`config.mk`:
```
export PLATFORM = sky130hd
export DESIGN_NAME = tlt_ctrl
export DESIGN_NICKNAME = d
export VERILOG_FILES = /design/src/rtl/tlt_pkg.sv /design/src/rtl/tlt_ctrl.sv
export SDC_FILE = /design/constraint.sdc
export NUM_CORES = 1
export LEC_CHECK = 0
export BUFFER_PORTS_ARGS = -buffer_cell sky130_fd_sc_hd__buf_2
export CELL_PAD_IN_SITES_DETAIL_PLACEMENT = 0
export CELL_PAD_IN_SITES_GLOBAL_PLACEMENT = 2
export CORE_AREA = 5 5 42 44
export DETAILED_ROUTE_END_ITERATION = 16
export DIE_AREA = 0 0 47 49
export PLACE_DENSITY_LB_ADDON = 0.1
export REMOVE_ABC_BUFFERS = 1
export SLEW_MARGIN = 20
export SYNTH_ARGS = -nofsm -noshare
export SYNTH_HDL_FRONTEND = slang
export SYNTH_SLANG_ARGS = --single-unit
```
`constraint.sdc`:
```
create_clock -name clk_i -period 1.2 [get_ports clk_i]
set_input_delay 0.24 -clock clk_i [delete_from_list [all_inputs] [get_ports clk_i]]
set_output_delay 0.24 -clock clk_i [all_outputs]
set_load 0.05 [all_outputs]
```
`src/rtl/tlt_pkg.sv`:
```
// ----------------------------------------------------------------------------
// tlt_pkg: shared types and constants of the thread latency tracker.
// Request and response layouts, slot table entries, opcodes, FSM states and
// the command/status bundles between controller and datapath.
// ----------------------------------------------------------------------------
package tlt_pkg;

  // Fixed field widths.
  localparam int SLOT_W = 12;
  localparam int TS_W   = 64;
  localparam int BKT_W  = 6;
  localparam int CNT_W  = 64;

  // Nanoseconds per microsecond.
  localparam logic [TS_W-1:0] NS_PER_US = 64'd1000;

  // The log2 search halves its step: 32, 16, 8, 4, 2, 1.
  localparam int unsigned LOG2_FIRST_SHIFT = 32;
  localparam int          LOG2_STEPS       = 6;
  localparam int          STEP_W           = 3;

  // Request opcodes.
  typedef enum logic [1:0] {
    OP_SWITCH = 2'd0,
    OP_WAKEUP = 2'd1,
    OP_READ   = 2'd2
  } tlt_op_e;

  // One request.
  typedef struct packed {
    logic [1:0]        opcode;
    logic [TS_W-1:0]   timestamp_ns;
    logic [SLOT_W-1:0] prev_slot;
    logic [SLOT_W-1:0] next_slot;
    logic              prev_blocked;
    logic [SLOT_W-1:0] wake_slot;
    logic [BKT_W-1:0]  bucket_select;
  } tlt_req_t;

  // One response.
  typedef struct packed {
    logic              sample_valid;
    logic [SLOT_W-1:0] sample_slot;
    logic [TS_W-1:0]   start_ns;
    logic [TS_W-1:0]   end_ns;
    logic [TS_W-1:0]   off_time_ns;
    logic              bucket_hit_valid;
    logic [BKT_W-1:0]  bucket_hit;
    logic [CNT_W-1:0]  bucket_count;
  } tlt_rsp_t;

  // One slot table entry: a recorded start time and its valid flag.
  typedef struct packed {
    logic            valid;
    logic [TS_W-1:0] time_ns;
  } tlt_entry_t;

  // Controller states.
  typedef enum logic [2:0] {
    ST_CLEAR,
    ST_IDLE,
    ST_EVAL,
    ST_SEARCH,
    ST_HIST_RD,
    ST_HIST_WR
  } tlt_state_e;

  // Commands from the controller to the datapath.
  typedef struct packed {
    logic accept;
    logic clear_step;
    logic eval;
    logic search_step;
    logic hist_rd;
    logic hist_wr;
  } tlt_cmd_t;

  // Status from the datapath to the controller.
  typedef struct packed {
    logic clear_last;
    logic wake_hit;
    logic search_last;
  } tlt_sts_t;

endpackage

```
`src/rtl/tlt_ctrl.sv`:
```
// ----------------------------------------------------------------------------
// tlt_ctrl: sequencing state machine of the thread latency tracker.
// Runs the clearing pass after reset, takes requests and steps the datapath
// through evaluation, the log2 search and the histogram update.
// ----------------------------------------------------------------------------
module tlt_ctrl (
  input  logic              clk_i,
  input  logic              rst_ni,
  input  logic              start,
  output logic              busy,
  input  tlt_pkg::tlt_sts_t sts_i,
  output tlt_pkg::tlt_cmd_t cmd_o
);

  tlt_pkg::tlt_state_e state_q, state_d;

  // State register.
  always_ff @(posedge clk_i or negedge rst_ni) begin
    if (!rst_ni) begin
      state_q <= tlt_pkg::ST_CLEAR;
    end else begin
      state_q <= state_d;
    end
  end

  // Next state.
  always_comb begin
    state_d = state_q;
    unique case (state_q)
      tlt_pkg::ST_CLEAR: begin
        if (sts_i.clear_last) state_d = tlt_pkg::ST_IDLE;
      end
      tlt_pkg::ST_IDLE: begin
        if (start) state_d = tlt_pkg::ST_EVAL;
      end
      tlt_pkg::ST_EVAL: begin
        state_d = sts_i.wake_hit ? tlt_pkg::ST_SEARCH : tlt_pkg::ST_IDLE;
      end
      tlt_pkg::ST_SEARCH: begin
        if (sts_i.search_last) state_d = tlt_pkg::ST_HIST_RD;
      end
      tlt_pkg::ST_HIST_RD: begin
        state_d = tlt_pkg::ST_HIST_WR;
      end
      tlt_pkg::ST_HIST_WR: begin
        state_d = tlt_pkg::ST_IDLE;
      end
      default: begin
        state_d = tlt_pkg::ST_CLEAR;
      end
    endcase
  end

  // Commands to the datapath.
  always_comb begin
    cmd_o = '0;
    busy  = 1'b1;
    unique case (state_q)
      tlt_pkg::ST_CLEAR:   cmd_o.clear_step = 1'b1;
      tlt_pkg::ST_IDLE: begin
        busy         = 1'b0;
        cmd_o.accept = start;
      end
      tlt_pkg::ST_EVAL:    cmd_o.eval = 1'b1;
      tlt_pkg::ST_SEARCH:  cmd_o.search_step = 1'b1;
      tlt_pkg::ST_HIST_RD: cmd_o.hist_rd = 1'b1;
      tlt_pkg::ST_HIST_WR: cmd_o.hist_wr = 1'b1;
      default:             cmd_o = '0;
    endcase
  end

endmodule

```
# After elaboration in Yosys (flattened, before gate mapping)
# Index checks and enable logic that the tools add are counted.
dict set report op_classes {
  n_eq_ne 8
  mux 12
  n_reduce_logical 2
}
# operator n
set ops {}
lappend ops {{$pmux 3 s6} 1}
lappend ops {{$mux 3} 3}
lappend ops {{$mux 1} 7}
lappend ops {{$eq 3x2->1 const B} 2}
lappend ops {{$eq 3x3->1 const B} 2}
lappend ops {{$ne 2x2->1 const B} 3}
lappend ops {{$eq 3x1->1 const B} 1}
lappend ops {{$logic_not 3->1} 1}
lappend ops {{$reduce_and 3->1} 1}
lappend ops {{$mux 2} 1}
dict set report totals {
  regBits 3
  inputBits 6
  out_inout_bits 7
  elab_cells 23
}

# Longest topological paths before layout
dict set report logic_depth {
  word_depth 3
  depth_mapped 3
  mapped_depth_nobuf 3
}

# Worst setup path before layout
# Ideal clock, no wire load.
dict set report synth_path {
  kind {register -> output}
  start {reg state_q[0]}
  end {out cmd_o[0] in the netlist's numbering}
  t_arrival_ps 1646
  required_ps 960
  slack_ps -686
  stages_incl_launch_ff 3
  path_buffers 0
  path_cell_list {dfrtp_1 > inv_2 > nor3b_1}
}
# element line_no
set synth_lines {}
lappend synth_lines {{from (decl)} tlt_ctrl.sv:15} ;# tlt_pkg::tlt_state_e state_q, state_d;
lappend synth_lines {{from (signal assigned)} tlt_ctrl.sv:20} ;# state_q <= tlt_pkg::ST_CLEAR;
lappend synth_lines {{from (signal assigned)} tlt_ctrl.sv:22} ;# state_q <= state_d;
lappend synth_lines {{to (decl)} tlt_ctrl.sv:12} ;# output tlt_pkg::tlt_cmd_t cmd_o

# Final worst setup path
dict set report layout_path {
  start {reg state_q[1]}
  end {out busy}
}
dict set report layout_between {
  elab_chain_len 2
}
# element line_no
set layout_rtl {}
lappend layout_rtl {{$eq 3x1->1} tlt_ctrl.sv:58} ;# unique case (state_q)
lappend layout_rtl {{$mux 1} tlt_ctrl.sv:58}
lappend layout_rtl {{to (decl)} tlt_ctrl.sv:10} ;# output logic busy,
# No other way between the ends.

==> flow_summary.yaml <==
outcome:
  outcome: "finished with violations"
  violations: "setup timing"
final_layout:
  largest_reg_flops: 3
  top_register: "state_q"
  regArea_um2: 78.83
  multiInputGateArea_um2: 121.4
  drive_above_1_share: 0.6739
  design_area_um2: 440.4
  n_fill_cell: 152
  area_growth_pct: 139.5
  antenna_cells: 0
  layout.nets: 53
  reg_top3: "state_q x3"
  fin_cells: 62
sta:
  relSlewSlack: 0.8684
  tightestPinTransition_ns: 0.1966
  rsz0062_at_grt: "yes"
  max_freq_mhz: 678.9
  slew_violations: 0
  period_share: 1.227
  fin_skew_ns: 0.0005563
  finalSetupTns_ns: -1.532
  hold_viol: 0
  setup_ws_ns: -0.2729
  setup_viol: 7
  min_period_ns: 1.473
placed_design:
  dp_slack_ns: -0.1076
  dpl.hpwl_um: 476
  port_buffers: 12
  dp_cells: 52
  place_area_um2: 286.5
  place_congestion: 0.6334
yosys:
  synthCells: 21
  ys_async_sr_fraction: 1.000
  netlist-cell-type-count: 13
  yosys_warnings: 0
  synth.area.top_cells: "dfrtp_1, o21bai_1, nand2b_1"
  syn_avg_cell_area_um2: 8.758
  synthTopCellsByCount: "dfrtp_1, nor2_1"
  synth_top_area_frac: 0.4082
  synth_top_area_cell: "dfrtp_1"
  synth-seq-area-share: 0.4082
  synthFlopType: "dfrtp_1"
  synth_edf_count: 0
  synth_area_um2: 183.9
  ys_ff_latch: 3
routing:
  via_per_inst: 3.887
  wire_per_inst_um: 10.85
  vias: 241
  drtAntennaViolNets: 0
  dr.pass1.iters: 3
  drc_errors: 0
  drtIter0Drc: 2
  routed_wirelength_um: 673
clock_tree:
  htree_levels: 1
  cts_tree: "done"
  cts.sinks: 3
  worstSkewPairLatency_ns: 0.23
  root_buffer: "clkbuf_4"
  clkSlewWorstSetupHoldPaths_ns: 0.04
  clk_path_buf_depth: 2
  cts_buffers: 3
pwr:
  power_leakage_nw: 0.2054
  pwr-share-comb: 0.709
  p_total_mw: 1.479
  internal_power_mw: 0.7611
  vdd_drop_max_uv: 1158
  powerDensity_nw_per_um2: 3358
  sequentialPowerShare: 0.172
  clkPwrFrac: 0.120
  switchingPower_mw: 0.7180
  swShare: 0.4854
critical_path:
  critPathKind: "reg -> out"
  end_kind: "output port"
  r2r-end: "state_q[0]"
  rr_worst_depth: 4
  arrival_ns: 1.23
  r2r-start: "state_q[1]"
  cp-start-kind: "flip-flop"
  path_max_fanout: 5
  r2r_setup_slack_ns: 0.17
  crit_required_ns: 0.96
global_routing:
  grt_max_degree: 8
  grt_usage: 0.06210
  grt_pass1_wl_um: 972
  antenna_found_initial: 0
  grt_overflow: 0
  grt_pass1_vias: 241
die:
  fp.dieH_um: 49
  initial_utilization: 0.1312
  std_cell_rows: 14
  die-area_um2: 2303
  die_x_um: 47
  core_area_um2: 1401
  io_pins: 13
worst_hold_path:
  whs_endpoint: "state_q[1]"
  min_path_cells: 3
  hp-class: "in -> reg"
  min_from: "sts_i[1]"
run:
  maxCapViolCount: 0
## power by group through the flow
| stage | sequential (mW) | clock (mW) | combinational (mW) |
|---|---|---|---|
| after CTS | 0.249 | 0.186 | 0.863 |
| after floorplan | 0.220 | 0 | 0.513 |
| after global routing | 0.262 | 0.193 | 1.10 |
| final | 0.254 | 0.177 | 1.05 |
| after global placement | 0.237 | 0 | 0.714 |
| after detailed placement | 0.247 | 0 | 0.714 |
## area by class of cell
| type | count | share of cell area |
|---|---|---|
| inverter | 1 | 0.008523 |
| tap | 16 | 0.04545 |
| clock buffer | 4 | 0.05966 |
| sequential | 3 | 0.1790 |
| timing repair buffer | 21 | 0.4318 |
| multi-input combinational | 17 | 0.2756 |
## layout by cell type (no fill, tap or decap)
| cell | Yosys | layout |
|---|---|---|
| clkbuf_1 | 0 | 1 |
| nand2b_1 | 2 | 2 |
| o21bai_1 | 2 | 2 |
| nor3_4 | 0 | 1 |
| buf_4 | 0 | 6 |
| o21ai_0 | 2 | 2 |
| buf_2 | 0 | 5 |
| nor3b_2 | 1 | 2 |
| a22oi_1 | 1 | 1 |
| buf_6 | 0 | 8 |
| dlygate4sd3_1 | 0 | 1 |
| clkbuf_4 | 0 | 3 |
| inv_2 | 1 | 1 |
| nor3_2 | 1 | 1 |
| or3_1 | 1 | 1 |
| nand2_1 | 2 | 2 |
| nor2_1 | 3 | 3 |
| buf_12 | 0 | 1 |
| dfrtp_2 | 0 | 3 |
## per-layer routing
| metal | up-vias | wire [um] | track usage | share of wire |
|---|---|---|---|---|
| met5 | - | 0 | 0 | 0 |
| met4 | 0 | 0 | 0.05530 | 0 |
| met3 | 0 | 61 | 0.01476 | 0.091 |
| met2 | 10 | 301 | 0.07919 | 0.45 |
| met1 | 107 | 309 | 0.08186 | 0.46 |
| li1 | 124 | - | - | - |
## worst max-delay path by stage
| stage | to | slack, ns | from |
|---|---|---|---|
| global placement | busy | -0.1 | state_q[1] |
| floorplan | cmd_o[0] | -0.69 | state_q[0] |
| CTS | busy | -0.29 | state_q[1] |
| global route | cmd_o[3] | -0.32 | state_q[2] |
| detailed placement | busy | -0.11 | state_q[0] |
| finish | busy | -0.27 | state_q[1] |
## metrics by stage
stage	hold slack, ns	utilization
3_5_place_dp	0.03586	0.2045
3_3_place_gp	0.03694	0.2045
2_1_floorplan	-0.05559	-
6_report	0.3062	0.3143
5_1_grt	0.3287	0.3143
4_1_cts	0.2998	0.2670
## worst max-delay path, cell delays in order (launching register included)
cell and delay (ns):
dfrtp_2 0.45, or3_1 0.39, buf_6 0.16
## what timing repair did
item / in CTS / in global routing
hold endpoints to repair: 3 / 0
pin swaps: 2 / 2
hold buffers: 1 / 0
setup endpoints to repair: 7 / 7
gates resized for setup: 14 / 7
setup buffers: 2 / 3
## cell families (layout without fill, tap and decap cells)
logic type / after synthesis / count (layout) / synth area share
buffers and inverters: 1 / 26 / 0.02039
AOI/OAI and AO/OA: 5 / 5 / 0.1769
and+or+nand+nor: 12 / 12 / 0.3946
DFF: 3 / 3 / 0.4082
Power figures use the tool's default switching activity.
